<file path="src/design/crd_pkg.sv">
// shared types, codes and the crc-32 byte update for the record deframer
package crd_pkg;

   localparam int unsigned LEN_W = 26;
   localparam logic [31:0] CRC_POLY = 32'hEDB8_8320;
   localparam logic [31:0] CRC_INIT = 32'hFFFF_FFFF;
   localparam logic [31:0] HARD_MAX_LEN = 32'd33554432;
   localparam logic [LEN_W-1:0] MAX_LEN_RESET = 26'd33554432;

   localparam logic FUNC_DATA = 1'b0;
   localparam logic FUNC_END = 1'b1;

   localparam logic [2:0] STATUS_BUSY = 3'd0;
   localparam logic [2:0] STATUS_GOOD = 3'd1;
   localparam logic [2:0] STATUS_CRC_ERR = 3'd2;
   localparam logic [2:0] STATUS_BAD_LEN = 3'd3;
   localparam logic [2:0] STATUS_TRUNC = 3'd4;
   localparam logic [2:0] STATUS_END = 3'd5;

   localparam logic [2:0] HDR_LAST = 3'd7;

   typedef enum logic [1:0] {
      PH_HEADER = 2'd0,
      PH_PAYLOAD = 2'd1,
      PH_ERROR = 2'd2
   } phase_type;

   typedef struct packed {
      logic [7:0] payload_byte;
      logic payload_valid;
      logic last;
      logic [2:0] status;
      logic [LEN_W-1:0] record_length;
   } result_type;

   // reflected crc-32, one byte
   function automatic logic [31:0] crc32_byte(input logic [31:0] crc, input logic [7:0] b);
      logic [31:0] c;
      c = crc ^ {24'd0, b};
      for (int k = 0; k < 8; k++) begin
         c = c[0] ? (CRC_POLY ^ (c >> 1)) : (c >> 1);
      end
      return c;
   endfunction

endpackage

</file>
<file path="src/design/crd_core.sv">
// header parse, length check, crc accumulation and verdict for one request
module crd_core
   import crd_pkg::*;
(
   input  logic clock,
   input  logic reset,
   input  logic accept,
   input  logic func,
   input  logic [7:0] data_byte,
   input  logic csr_wr_en,
   input  logic [LEN_W-1:0] csr_wr_data,
   output logic res_valid,
   output result_type res
);

   phase_type phase_ff, phase_in;
   logic [2:0] header_count_ff, header_count_in;
   logic [31:0] header_length_ff, header_length_in;
   logic [31:0] expected_crc_ff, expected_crc_in;
   logic [31:0] running_crc_ff, running_crc_in;
   logic [LEN_W-1:0] bytes_left_ff, bytes_left_in;
   logic [LEN_W-1:0] max_len_ff;

   logic [31:0] crc_next;
   logic [LEN_W-1:0] left_next;
   logic len_bad;
   logic crc_ok;

   assign crc_next = crc32_byte(running_crc_ff, data_byte);
   assign left_next = bytes_left_ff - 1'b1;
   assign crc_ok = ((crc_next ^ CRC_INIT) == expected_crc_ff);
   assign len_bad = (header_length_ff == 32'd0)
                    || (header_length_ff > {6'd0, max_len_ff})
                    || (header_length_ff > HARD_MAX_LEN);

   // next state
   always_comb begin
      phase_in = phase_ff;
      header_count_in = header_count_ff;
      header_length_in = header_length_ff;
      expected_crc_in = expected_crc_ff;
      running_crc_in = running_crc_ff;
      bytes_left_in = bytes_left_ff;
      if (func == FUNC_END) begin
         phase_in = PH_HEADER;
         header_count_in = 3'd0;
         header_length_in = 32'd0;
         expected_crc_in = 32'd0;
         running_crc_in = CRC_INIT;
         bytes_left_in = '0;
      end else begin
         unique case (phase_ff)
            PH_HEADER: begin
               if (!header_count_ff[2]) begin
                  header_length_in = {data_byte, header_length_ff[31:8]};
               end else begin
                  expected_crc_in = {data_byte, expected_crc_ff[31:8]};
               end
               if (header_count_ff != HDR_LAST) begin
                  header_count_in = header_count_ff + 3'd1;
               end else begin
                  header_count_in = 3'd0;
                  if (len_bad) begin
                     phase_in = PH_ERROR;
                  end else begin
                     phase_in = PH_PAYLOAD;
                     bytes_left_in = header_length_ff[LEN_W-1:0];
                     running_crc_in = CRC_INIT;
                  end
               end
            end
            PH_PAYLOAD: begin
               running_crc_in = crc_next;
               bytes_left_in = left_next;
               if (left_next == '0) begin
                  if (crc_ok) begin
                     phase_in = PH_HEADER;
                     header_count_in = 3'd0;
                     header_length_in = 32'd0;
                     expected_crc_in = 32'd0;
                     running_crc_in = CRC_INIT;
                  end else begin
                     phase_in = PH_ERROR;
                  end
               end
            end
            default: begin
            end
         endcase
      end
   end

   // result
   always_comb begin
      res_valid = 1'b0;
      res.payload_byte = 8'd0;
      res.payload_valid = 1'b0;
      res.last = 1'b0;
      res.status = STATUS_BUSY;
      res.record_length = '0;
      if (func == FUNC_END) begin
         unique case (phase_ff)
            PH_HEADER: begin
               res_valid = accept;
               res.last = 1'b1;
               res.status = (header_count_ff == 3'd0) ? STATUS_END : STATUS_TRUNC;
            end
            PH_PAYLOAD: begin
               res_valid = accept;
               res.last = 1'b1;
               res.status = STATUS_TRUNC;
               res.record_length = header_length_ff[LEN_W-1:0];
            end
            default: begin
            end
         endcase
      end else begin
         unique case (phase_ff)
            PH_HEADER: begin
               if (header_count_ff == HDR_LAST && len_bad) begin
                  res_valid = accept;
                  res.last = 1'b1;
                  res.status = STATUS_BAD_LEN;
                  res.record_length = header_length_ff[LEN_W-1:0];
               end
            end
            PH_PAYLOAD: begin
               res_valid = accept;
               res.payload_byte = data_byte;
               res.payload_valid = 1'b1;
               res.record_length = header_length_ff[LEN_W-1:0];
               if (left_next == '0) begin
                  res.last = 1'b1;
                  res.status = crc_ok ? STATUS_GOOD : STATUS_CRC_ERR;
               end
            end
            default: begin
            end
         endcase
      end
   end

   always_ff @(posedge clock) begin
      if (reset) begin
         phase_ff <= PH_HEADER;
         header_count_ff <= 3'd0;
         header_length_ff <= 32'd0;
         expected_crc_ff <= 32'd0;
         running_crc_ff <= CRC_INIT;
         bytes_left_ff <= '0;
         max_len_ff <= MAX_LEN_RESET;
      end else begin
         if (accept) begin
            phase_ff <= phase_in;
            header_count_ff <= header_count_in;
            header_length_ff <= header_length_in;
            expected_crc_ff <= expected_crc_in;
            running_crc_ff <= running_crc_in;
            bytes_left_ff <= bytes_left_in;
         end
         if (csr_wr_en) begin
            max_len_ff <= csr_wr_data;
         end
      end
   end

endmodule

</file>
<file path="src/design/crd_skid.sv">
// result register with one skid entry so one more result can be taken during a stall
module crd_skid
   import crd_pkg::*;
(
   input  logic clock,
   input  logic reset,
   input  logic push,
   input  result_type push_data,
   output logic full,
   output logic out_valid,
   input  logic out_ready,
   output result_type out_data
);

   logic out_valid_ff;
   logic skid_valid_ff;
   result_type out_ff;
   result_type skid_ff;
   logic pop;

   assign pop = out_valid_ff && out_ready;
   assign full = skid_valid_ff;
   assign out_valid = out_valid_ff;
   assign out_data = out_ff;

   always_ff @(posedge clock) begin
      if (reset) begin
         out_valid_ff <= 1'b0;
         skid_valid_ff <= 1'b0;
      end else if (skid_valid_ff) begin
         if (pop) begin
            skid_valid_ff <= 1'b0;
         end
      end else if (push) begin
         if (out_valid_ff && !pop) begin
            skid_valid_ff <= 1'b1;
         end else begin
            out_valid_ff <= 1'b1;
         end
      end else if (pop) begin
         out_valid_ff <= 1'b0;
      end
   end

   always_ff @(posedge clock) begin
      if (skid_valid_ff) begin
         if (pop) begin
            out_ff <= skid_ff;
         end
      end else if (push) begin
         if (out_valid_ff && !pop) begin
            skid_ff <= push_data;
         end else begin
            out_ff <= push_data;
         end
      end
   end

endmodule

</file>
<file path="src/design/crc32_record_deframer.sv">
// top level of the length-prefixed record deframer with crc-32 check
//
// req channel carries the journal stream one byte per request: tdata is the
// byte, tuser is 1 for the end-of-stream marker. each record is an 8-byte
// header (le payload length, le reflected crc-32 of the payload) followed by
// the payload. rsp channel returns at most one result per request: payload
// bytes as they pass, the verdict on the last one, a bad-length verdict right
// after the header and a clean-end or truncated verdict for the end marker.
// after an error, bytes are dropped until the end marker.
// csr_wr_en/csr_wr_data set the largest accepted payload length.
// a result is registered (result register, or skid entry while rsp stalls);
// one request per cycle is sustained while rsp takes results, the crc byte
// update and length compare sit between the state and result registers.
// reset clears the parser to the header phase and sets the max length to
// 33554432. when rsp stalls, one more result is held in a skid entry, then
// req_tready drops until the receiver takes a result.
module crc32_record_deframer
   import crd_pkg::*;
(
   input  logic clock,
   input  logic reset,
   input  logic req_tvalid,
   output logic req_tready,
   input  logic [7:0] req_tdata,      // [7:0] data_byte
   input  logic [0:0] req_tuser,      // [0] func
   output logic rsp_tvalid,
   input  logic rsp_tready,
   output logic [39:0] rsp_tdata,     // [7:0] payload_byte, [33:8] record_length
   output logic rsp_tlast,            // last
   output logic [3:0] rsp_tuser,      // [0] payload_valid, [3:1] status
   input  logic csr_wr_en,
   input  logic [LEN_W-1:0] csr_wr_data
);

   logic accept;
   logic res_valid;
   logic full;
   result_type res;
   result_type out_data;

   assign req_tready = !full;
   assign accept = req_tvalid && req_tready;

   crd_core u_core (
      .clock(clock),
      .reset(reset),
      .accept(accept),
      .func(req_tuser[0]),
      .data_byte(req_tdata),
      .csr_wr_en(csr_wr_en),
      .csr_wr_data(csr_wr_data),
      .res_valid(res_valid),
      .res(res)
   );

   crd_skid u_skid (
      .clock(clock),
      .reset(reset),
      .push(res_valid),
      .push_data(res),
      .full(full),
      .out_valid(rsp_tvalid),
      .out_ready(rsp_tready),
      .out_data(out_data)
   );

   assign rsp_tdata = {6'd0, out_data.record_length, out_data.payload_byte};
   assign rsp_tlast = out_data.last;
   assign rsp_tuser = {out_data.status, out_data.payload_valid};

endmodule

</file>
<file path="config.mk">
export PLATFORM = sky130hd
export DESIGN_NAME = crc32_record_deframer
export DESIGN_NICKNAME = d
export VERILOG_FILES = /design/src/design/crd_pkg.sv /design/src/design/crd_core.sv /design/src/design/crd_skid.sv /design/src/design/crc32_record_deframer.sv
export SDC_FILE = /design/constraint.sdc
export NUM_CORES = 1
export LEC_CHECK = 0
export ABC_AREA = 1
export BUFFER_PORTS_ARGS = -buffer_cell sky130_fd_sc_hd__buf_2
export CORE_MARGIN = 2
export CORE_UTILIZATION = 46
export CTS_BUF_LIST = sky130_fd_sc_hd__clkbuf_16
export CTS_CLUSTER_SIZE = 16
export DETAILED_ROUTE_END_ITERATION = 6
export PLACE_DENSITY_LB_ADDON = 0.15
export REMOVE_ABC_BUFFERS = 1
export SETUP_SLACK_MARGIN = 0.2
export SYNTH_ARGS = -nofsm -noshare
export SYNTH_HDL_FRONTEND = slang
export SYNTH_SLANG_ARGS = --single-unit
</file>
<file path="constraint.sdc">
create_clock -name clock -period 5.35 [get_ports clock]
set_input_delay 1.07 -clock clock [delete_from_list [all_inputs] [get_ports clock]]
set_output_delay 1.07 -clock clock [all_outputs]
set_load 0.03 [all_outputs]
</file>
After elaboration in Yosys (flattened, before gate mapping)
Index checks and enable logic that the tools add are counted.

Flip-flop bits (word level): 233. Bits of input ports: 40. Output and inout port bits: 47. Word-level logic and storage cells: 133.

Add/sub/neg operators: 2. Order comparisons: 2. Equality and inequality tests: 13. Muxes and demuxes: 62. Bitwise operators: 11. Reduce and logical (&&, ||, !) cells: 24.

Operator list (count): 32-bit 2-to-1 mux (19); 32-bit one-hot mux with 2 select lines (3); 39-bit 2-to-1 mux (4); 13-bit inverter with 14-bit output (8); 26-bit 2-to-1 mux (4); 30-bit 2-to-1 mux (2); 30-bit one-hot mux with 2 select lines (1); 26-bit one-hot mux with 2 select lines (1); 32-bit equality test (1); 32-bit by 26-bit greater-than comparator with 1-bit output (1); 32-bit by 26-bit greater-than comparator with 1-bit output, second input constant (1); 32-bit zero test (1); 32-bit inverter (1); 32-bit by 8-bit XOR with 32-bit output (1); 26-bit zero test (1); 26-bit by 1-bit subtractor with 26-bit output, second input constant (1); 9-bit 2-to-1 mux (2); 2-bit 2-to-1 mux (6); 3-bit 2-to-1 mux (4); 3-bit != test, second input constant (4); 4-bit AND reduction (3); 1-bit 2-to-1 mux (11); 5-bit AND reduction (2); 3-bit by 2-bit != test with 1-bit output, second input constant (3); 20 further kinds (29).

Depth between registers and ports, before layout
Gate-level depths: netlist of run 1.

Word-level depth: 26. Mapped depth: 24. Depth with buffers taken out: 21.

By module
A second synthesis of run 1 with hierarchy kept.

Cells, all modules: 1995. Area, all modules: 13371.6 µm².

Modules (own cells, without submodules): crd_core (times used 1, cells an instance 1760, area an instance 10347.4 µm², seq. area each 3062.9 µm²); crd_skid (times used 1, cells an instance 225, area an instance 2961.6 µm², seq. area each 2382.3 µm²); crc32_record_deframer (times used 1, cells an instance 10, area an instance 62.6 µm², seq. area each 0.0 µm²).

Least setup slack after synthesis of run 1
No wires, ideal clock.

Kind: register to register. From: register u_core.max_len_ff[11]. To: register u_skid.out_ff (netlist bit u_skid.out_data[0]), enable pin. Library setup time: 0.448 ns. Arrival: 3.648 ns. Data required time: 4.902 ns. Path slack: 1.254 ns. Stages on the path, launching flop included: 16. Buffers on the path: 0. Period minus slack after synthesis: 4.096 ns. Cells stage by stage: dfxtp_1 > inv_1 > ha_1 > nand2_1 > inv_1 > nand3_1 > or2_2 > o21ai_0 > nand3_1 > nand2_1 > nand2_1 > nand2_1 > nand2_1 > nand3_1 > nand3_1 > a21oi_1.

Cells in the longest elaborated chain, start to end: 9.

Ends and longest elaborated chain: start: declaration (RTL line crd_core.sv:22) `logic [LEN_W-1:0] max_len_ff;`; start signal: assignment (RTL line crd_core.sv:162) `max_len_ff <= csr_wr_data;`; 32-bit by 26-bit greater-than comparator with 1-bit output (RTL line crd_core.sv:33) `|| (header_length_ff > {6'd0, max_len_ff})`; 1-bit logical OR (RTL line crd_core.sv:33); 1-bit logical OR (RTL line crd_core.sv:34) `|| (header_length_ff > HARD_MAX_LEN);`; 1-bit logical AND (RTL line crd_core.sv:120) `if (header_count_ff == HDR_LAST && len_bad) begin`; 1-bit 2-to-1 mux (RTL line crd_core.sv:120); 1-bit one-hot mux with 2 select lines (RTL line crd_core.sv:118) `unique case (phase_ff)`; 1-bit 2-to-1 mux (RTL line crd_core.sv:101) `if (func == FUNC_END) begin`; 2-bit nonzero test (no line); 3-bit AND reduction (no line); end signal: assignment (RTL line crd_skid.sv:48) `out_ff <= skid_ff;`; end signal: assignment (RTL line crd_skid.sv:54) `out_ff <= push_data;`; end: declaration (RTL line crd_skid.sv:17) `result_type out_ff;`.

No other way between the ends. A chain may end at the register's enable or synchronous reset.

Final worst setup path of run 1
From: input port req_tdata[0]. To: register u_core.expected_crc_ff[0].

Cells in the longest elaborated chain, start to end: 18. Elaborated cells between the ends (all ways): 20. Classes of those cells: eq/ne (2); mux (8); bitwise (9); reduce/logical (1).

Ends and longest elaborated chain: start: declaration (RTL line crc32_record_deframer.sv:24) `input logic [7:0] req_tdata,`; 32-bit by 8-bit XOR with 32-bit output * (RTL line crd_pkg.sv:39) `c = crc ^ {24'd0, b};`; 32-bit 2-to-1 mux * (2 in series) (RTL line crd_pkg.sv:41) `c = c[0] ? (CRC_POLY ^ (c >> 1)) : (c >> 1);`; 13-bit inverter with 14-bit output (no line) or 32-bit 2-to-1 mux (tied branches); 32-bit 2-to-1 mux * (RTL line crd_pkg.sv:41); 13-bit inverter with 14-bit output (no line) or 32-bit 2-to-1 mux (tied branches); 32-bit 2-to-1 mux * (2 in series) (RTL line crd_pkg.sv:41); 13-bit inverter with 14-bit output (no line) or 32-bit 2-to-1 mux (tied branches); 32-bit 2-to-1 mux * (RTL line crd_pkg.sv:41); 13-bit inverter with 14-bit output (no line) or 32-bit 2-to-1 mux (tied branches); 32-bit 2-to-1 mux * (RTL line crd_pkg.sv:41); 13-bit inverter with 14-bit output (no line); 32-bit 2-to-1 mux * (RTL line crd_pkg.sv:41); 32-bit inverter (no line) *; 32-bit equality test * (RTL line crd_core.sv:31) `assign crc_ok = ((crc_next ^ CRC_INIT) == expected_crc_ff);`; 3-bit by 2-bit != test with 1-bit output (no line) *; 5-bit AND reduction (no line) *; end signal: assignment (RTL line crd_core.sv:157) `expected_crc_ff <= expected_crc_in;`; end: declaration (RTL line crd_core.sv:19) `logic [31:0] expected_crc_ff, expected_crc_in;`.

Every way passes the cells marked *; elsewhere a longest branch is shown, timed or not.

==> impl_metrics.json, run 1 <==
{
  "status": "finished clean",
  "ctsResizeCount": 0,
  "clock_latency_ns": 0.54,
  "whs_ns": 0.468,
  "report.final.slew_viol_count": 0,
  "clock_tree.root_cell": "clkbuf_16",
  "track_usage": 0.269,
  "final_antenna_net_count": 0,
  "hold_viol": 0,
  "synth_top_area_share": 0.229,
  "cellPowerDensity_nw_per_um2": 334,
  "diodes": 0,
  "fin_area_um2": 15000,
  "arrival_ns": 4.59,
  "grt_pass1_wl_mm": 65.7,
  "synth_top_family_by_area": "simple AND/OR/NAND/NOR gates",
  "core.rowCount": 62,
  "crit_required_ns": 5.78,
  "synthTopCellsByCount": "nand2_1 (687), inv_1 (247), nor2_1 (199), dfxtp_1 (155), nand3_1 (143)",
  "ys_warn_count": 0,
  "postCtsSetupBuffers": 0,
  "fin_crit_sh": 0.778,
  "synth_cells": 2025,
  "synth.area.mux_share": 0,
  "fin_ws_ns": 1.19,
  "ys_ff_latch": 233,
  "clk_pin_slew_ns": 0.06,
  "antenna_found_initial": 0,
  "grt_max_degree": 105,
  "fin_skew_ns": 0.0128,
  "fill_cells": 2914,
  "worstMarginPinSlew_ns": 1.04,
  "final_net_count": 2136,
  "fmax_mhz": 240,
  "async_reset_ff_frac": 0,
  "crit_path_max_fanout": 27,
  "rrSetupSlack_ns": 1.51,
  "initial_core_util": 0.469,
  "yosys.area_share.simple": 0.360,
  "syn2layout_area_growth_pct": 11.1,
  "rsz0062_at_grt": "no",
  "drt_iter0_drc": 1264,
  "vias": 13000,
  "fin_crit_ns": 4.16,
  "yosysSeqAreaShare": 0.402,
  "yosysUniqueCellTypes": 42,
  "cts_sinks": 233,
  "cp-start-kind": "primary input",
  "routed_via_density": 5.28,
  "routedWlPerCell_um": 16.8,
  "critPathKind": "in -> reg",
  "synth_area_leaders": "dfxtp_1 (23%), nand2_1 (19%), edfxtp_1 (17%)",
  "routabilityCongestion": 0.951,
  "crit_path_end_kind": "flop",
  "synth-xor-area-share": 0.0200,
  "wl_mm": 41.6,
  "synth_edf_count": 78,
  "cts_buffer_depth": 3,
  "yosys_most_used_dff": "dfxtp_1",
  "max_cap_violations": 0,
  "hold_buffers": 0,
  "yosysMostFrequentCell": "nand2_1",
  "synth_fa_ha_area_frac": 0.0287,
  "relSlewSlack": 0.308,
  "htreeDepth": 1,
  "dp.final_hpwl_mm": 29.9,
  "drtPass1Iterations": 6,
  "syn_area_um2": 13500,
  "dieArea_um2": 30800,
  "irDropWorstVdd_mv": 0.219,
  "multiInputGateArea_um2": 6700,
  "die_w_um": 176,
  "fin_util": 0.521,
  "setup_viol": 0,
  "synth_compound_area_frac": 0.0833,
  "hp-class": "reg -> reg",
  "die_height_um": 176,
  "numCtsBuffers": 27,
  "overflow": 0,
  "regArea_um2": 5450,
  "layout-drive-gt1-share": 0.0877,
  "dp_slack_ns": 0.713,
  "cts_tree": "built",
  "ios": 87,
  "power.leakage_nw": 7.51,
  "setup-tns-final_ns": 0,
  "placed_area_um2": 14200,
  "portBuffers": 80,
  "syn_area_per_cell_um2": 6.68,
  "drc": 0,
  "synth_area_leader_cell": "dfxtp_1",
  "grt_pass1_vias": 12000,
  "core_area_um2": 28900
}
==> area by class of cell <==
type                       count  share of cell area
multi-input combinational   1439               0.446
sequential                   233               0.362
inverter                     261              0.0653
clock buffer                  27              0.0449
timing repair buffer         103              0.0381
tap                          384              0.0320
clock inverter                23              0.0117
==> state kept, by name (all words and copies together), names as in the netlist <==
signal and count:
u_core.header_count_ff 3, u_skid.out_data 39, u_core.max_len_ff 26, u_skid.full 1, u_skid.out_valid 1, u_core.bytes_left_ff 26
u_core.header_length_ff 32, u_core.expected_crc_ff 32, u_core.phase_ff 2, u_skid.skid_ff 39, u_core.running_crc_ff 32
==> critical path: stages <==
cell,delay (ns)
buf_2,0.14
inv_2,0.08
nand2_2,0.07
nand2_1,0.48
nand2_1,0.13
nand2_2,0.26
nand2_1,0.11
nand3_1,0.12
nand2_1,0.12
nand2_1,0.07
nand2_1,0.04
nor2_1,0.17
nand3_1,0.12
nor2_2,0.23
nand3_4,0.28
nand2_4,0.37
buf_4,0.39
nand4_1,0.12
nand2_1,0.11
nor2_1,0.06
==> cell usage in the layout, fill, tap and decap left out, types with 3 or more instances in the layout <==
master	instances
inv_1	253
nor2_2	4
ha_1	31
a21oi_1	69
clkbuf_16	27
nor2_1	196
conb_1	6
edfxtp_1	78
buf_2	80
dfxtp_1	155
xnor2_1	3
a31oi_1	4
nor3_1	31
buf_4	23
o21ai_0	111
clkinv_2	5
o22ai_1	5
clkinv_1	9
o211ai_1	15
nor4_1	4
nor2_4	4
nand2_2	15
xor2_1	26
nand2_1	687
nand3_1	143
bufinv_16	3
inv_2	13
nand4_1	64
==> cell families (layout without fill, tap and decap cells) <==
logic type	after synthesis	in the layout
flops	233	233
buf+inv	358	414
compound gates	212	212
simple gates	1160	1160
xor+xnor	30	30
other cells	1	6
fa+ha+maj	31	31
==> path summary, 6_finish.rpt <==
kind	startpoint	endpoint	cells past startpoint
worst max register to register	u_core.bytes_left_ff[0]$_SDFFE_PP0P_	u_core.expected_crc_ff[0]$_SDFFE_PP0P_	17
worst min register to register	u_core.max_len_ff[19]$_SDFFE_PP0P_	u_core.max_len_ff[19]$_SDFFE_PP0P_	2
worst min-delay path	u_core.max_len_ff[19]$_SDFFE_PP0P_	u_core.max_len_ff[19]$_SDFFE_PP0P_	2
worst max-delay path	req_tdata[0]	u_core.expected_crc_ff[0]$_SDFFE_PP0P_	20
==> routing by layer <==
| metal | global-route usage | wire length, um | vias up |
|---|---|---|---|
| met3 | 0.0416 | 3140 | 67 |
| met4 | 0.0754 | 1100 | 0 |
| met5 | 0 | 0 | - |
| li1 | - | - | 6524 |
| met2 | 0.420 | 18200 | 472 |
| met1 | 0.387 | 19100 | 5985 |
==> power by group <==
part | switching, mW | total (mW) | internal, mW
sequential | 0.0779 | 2.01 | 1.94
combinational | 0.835 | 1.20 | 0.362
clock | 0.754 | 1.81 | 1.05
total | 1.67 | 5.02 | 3.35
==> stage by stage <==
stage / std cells / total power, mW
final: 2470 / 5.02
after global routing: 2470 / 5.29
after CTS: 2470 / 5.03
after detailed placement: 2420 / 3.22
after global placement: 2420 / 3.22
after floorplan: 1933 / 2.88
Note: power is estimated with default switching activity, not from simulation.
==> run 2: changes to the inputs <==
==> constraint.sdc (replaced) <==
create_clock -name clock -period 4.15 [get_ports clock]
set_input_delay 0.83 -clock clock [delete_from_list [all_inputs] [get_ports clock]]
set_output_delay 0.83 -clock clock [all_outputs]
set_load 0.03 [all_outputs]
==> impl_metrics.json, run 2 (synthesis gave the netlist of run 1 again) <==
{
  "critPathKind": "in -> reg",
  "drc": 0,
  "wl_mm": 41.1,
  "portBuffers": 80,
  "clock_latency_ns": 0.54,
  "drt_iter0_drc": 1161,
  "crit_slowest_cell": "nand2_1",
  "grt_pass1_vias": 12000,
  "fin_util": 0.525,
  "layout.cells.non_filler": 2479,
  "hold_viol": 0,
  "routabilityCongestion": 0.938,
  "syn2layout_area_growth_pct": 11.9,
  "dieArea_um2": 30800,
  "rsz0062_at_grt": "no",
  "worstMarginPinSlew_ns": 1.09,
  "finalPower_mw": 6.31,
  "final_net_count": 2149,
  "clk_pin_slew_ns": 0.06,
  "numCtsBuffers": 26,
  "hp-class": "reg -> reg",
  "die_w_um": 176,
  "overflow": 0,
  "crit_chain": "buf_2 -> inv_2 -> nand2_2 -> nand2_1 -> nand2_1 -> nand2_1 -> nand2_1 -> nand2_1 -> inv_1 -> nand2_1 -> nand3_1 -> nand2_1 -> nand2_1 -> nor2_1 -> nand2_1 -> nor2_4 -> nand3_4 -> nand2_4 -> nand3_2 -> buf_4 -> nand2_1 -> nand2_1 -> nor2_1",
  "layout_commonest_cell": "nand2_1",
  "status": "finished clean",
  "crit_path_end_kind": "flop",
  "ios": 87,
  "diodes": 0,
  "fin_crit_ns": 3.28,
  "hold_buffers": 0,
  "vias": 12900,
  "power.leakage_nw": 7.54,
  "core.rowCount": 62,
  "crit_path_max_fanout": 23,
  "irDropWorstVdd_mv": 0.283,
  "final_cell_mix": "nand2_1 (687), inv_1 (247), nor2_1 (196), dfxtp_1 (155), nand3_1 (143)",
  "whs_ns": 0.469,
  "cts_sinks": 233,
  "final_antenna_net_count": 0,
  "track_usage": 0.267,
  "core_area_um2": 28900,
  "cp-start-kind": "primary input",
  "fill_cells": 2887,
  "max_cap_violations": 0,
  "htreeDepth": 1,
  "drtPass1Iterations": 7,
  "dp.final_hpwl_mm": 29.4,
  "routed_via_density": 5.22,
  "arrival_ns": 3.76,
  "fmax_mhz": 305,
  "fin_crit_sh": 0.790,
  "die_height_um": 176,
  "fin_skew_ns": 0.0110,
  "cpMostUsedCell": "nand2_1",
  "ctsResizeCount": 0,
  "layout-drive-gt1-share": 0.0955,
  "cts_buffer_depth": 3,
  "setup_viol": 0,
  "grt_pass1_wl_mm": 65.7,
  "clock_tree.root_cell": "clkbuf_16",
  "crit_required_ns": 4.63,
  "crit_path_max_incr_delay_ns": 0.39,
  "initial_core_util": 0.469,
  "cellPowerDensity_nw_per_um2": 417,
  "routedWlPerCell_um": 16.6,
  "placed_cells": 2434,
  "grt_max_degree": 76,
  "cts_tree": "built",
  "report.final.slew_viol_count": 0,
  "postCtsSetupBuffers": 0,
  "antenna_found_initial": 0,
  "relSlewSlack": 0.274
}
==> run 2: cell count changes in the layout (fill, tap and decap cells not counted), sizes merged <==
| cell | before | now |
|---|---|---|
| bufinv | 3 | 1 |
| clkbuf | 27 | 26 |
| clkinvlp | 0 | 4 |
| buf | 103 | 117 |
| clkinv | 14 | 16 |
| inv | 267 | 259 |
==> run 2: power breakdown <==
| group | switching (mW) | internal (mW) | total (mW) |
|---|---|---|---|
| clock | 0.957 | 1.20 | 2.16 |
| combinational | 1.07 | 0.489 | 1.56 |
| sequential | 0.101 | 2.50 | 2.60 |
==> run 2: final cells by class <==
cell class / count / area (um^2) / share of cell area
Clock buffer: 26 / 651 / 0.0430
Inverter: 261 / 981 / 0.0648
Sequential cell: 233 / 5450 / 0.360
Timing Repair Buffer: 117 / 741 / 0.0489
Clock inverter: 19 / 138 / 0.00909
Multi-Input combinational cell: 1439 / 6700 / 0.443
Tap cell: 384 / 480 / 0.0317
==> run 2: through the flow <==
| stage | setup TNS [ns] | setup slack (ns) | area [um^2] |
|---|---|---|---|
| global placement | 0 | 0.454 | 14400 |
| detailed placement | 0 | 0.414 | 14400 |
| global route | 0 | 0.488 | 15100 |
| finish | 0 | 0.870 | 15100 |
| floorplan | -90.18 | -1.48 | 13100 |
| CTS | 0 | 0.923 | 15100 |
==> run 2: critical path, delay by kind of cell <==
kind                   cells  cell delay (ns)
and+or+nand+nor           19             2.37
buffers and inverters      4             0.52
==> run 2: worst paths after layout <==
check | endpoint | depth (start not counted) | slack [ns] | startpoint
max reg2reg | u_core.expected_crc_ff[26]$_SDFFE_PP0P_ | 18 | 0.91 | u_core.bytes_left_ff[1]$_SDFFE_PP0P_
max | u_core.expected_crc_ff[26]$_SDFFE_PP0P_ | 23 | 0.87 | req_tdata[2]
min | u_core.max_len_ff[15]$_SDFFE_PP0P_ | 2 | 0.47 | u_core.max_len_ff[15]$_SDFFE_PP0P_
min reg2reg | u_core.max_len_ff[15]$_SDFFE_PP0P_ | 2 | 0.47 | u_core.max_len_ff[15]$_SDFFE_PP0P_
==> run 2: layer usage <==
| layer | GRT usage | up-vias | routed length (um) |
|---|---|---|---|
| met2 | 0.438 | 444 | 18700 |
| met5 | 0 | - | 0 |
| met1 | 0.380 | 5887 | 18800 |
| met4 | 0.0640 | 0 | 803 |
| li1 | - | 6551 | - |
| met3 | 0.0277 | 58 | 2840 |
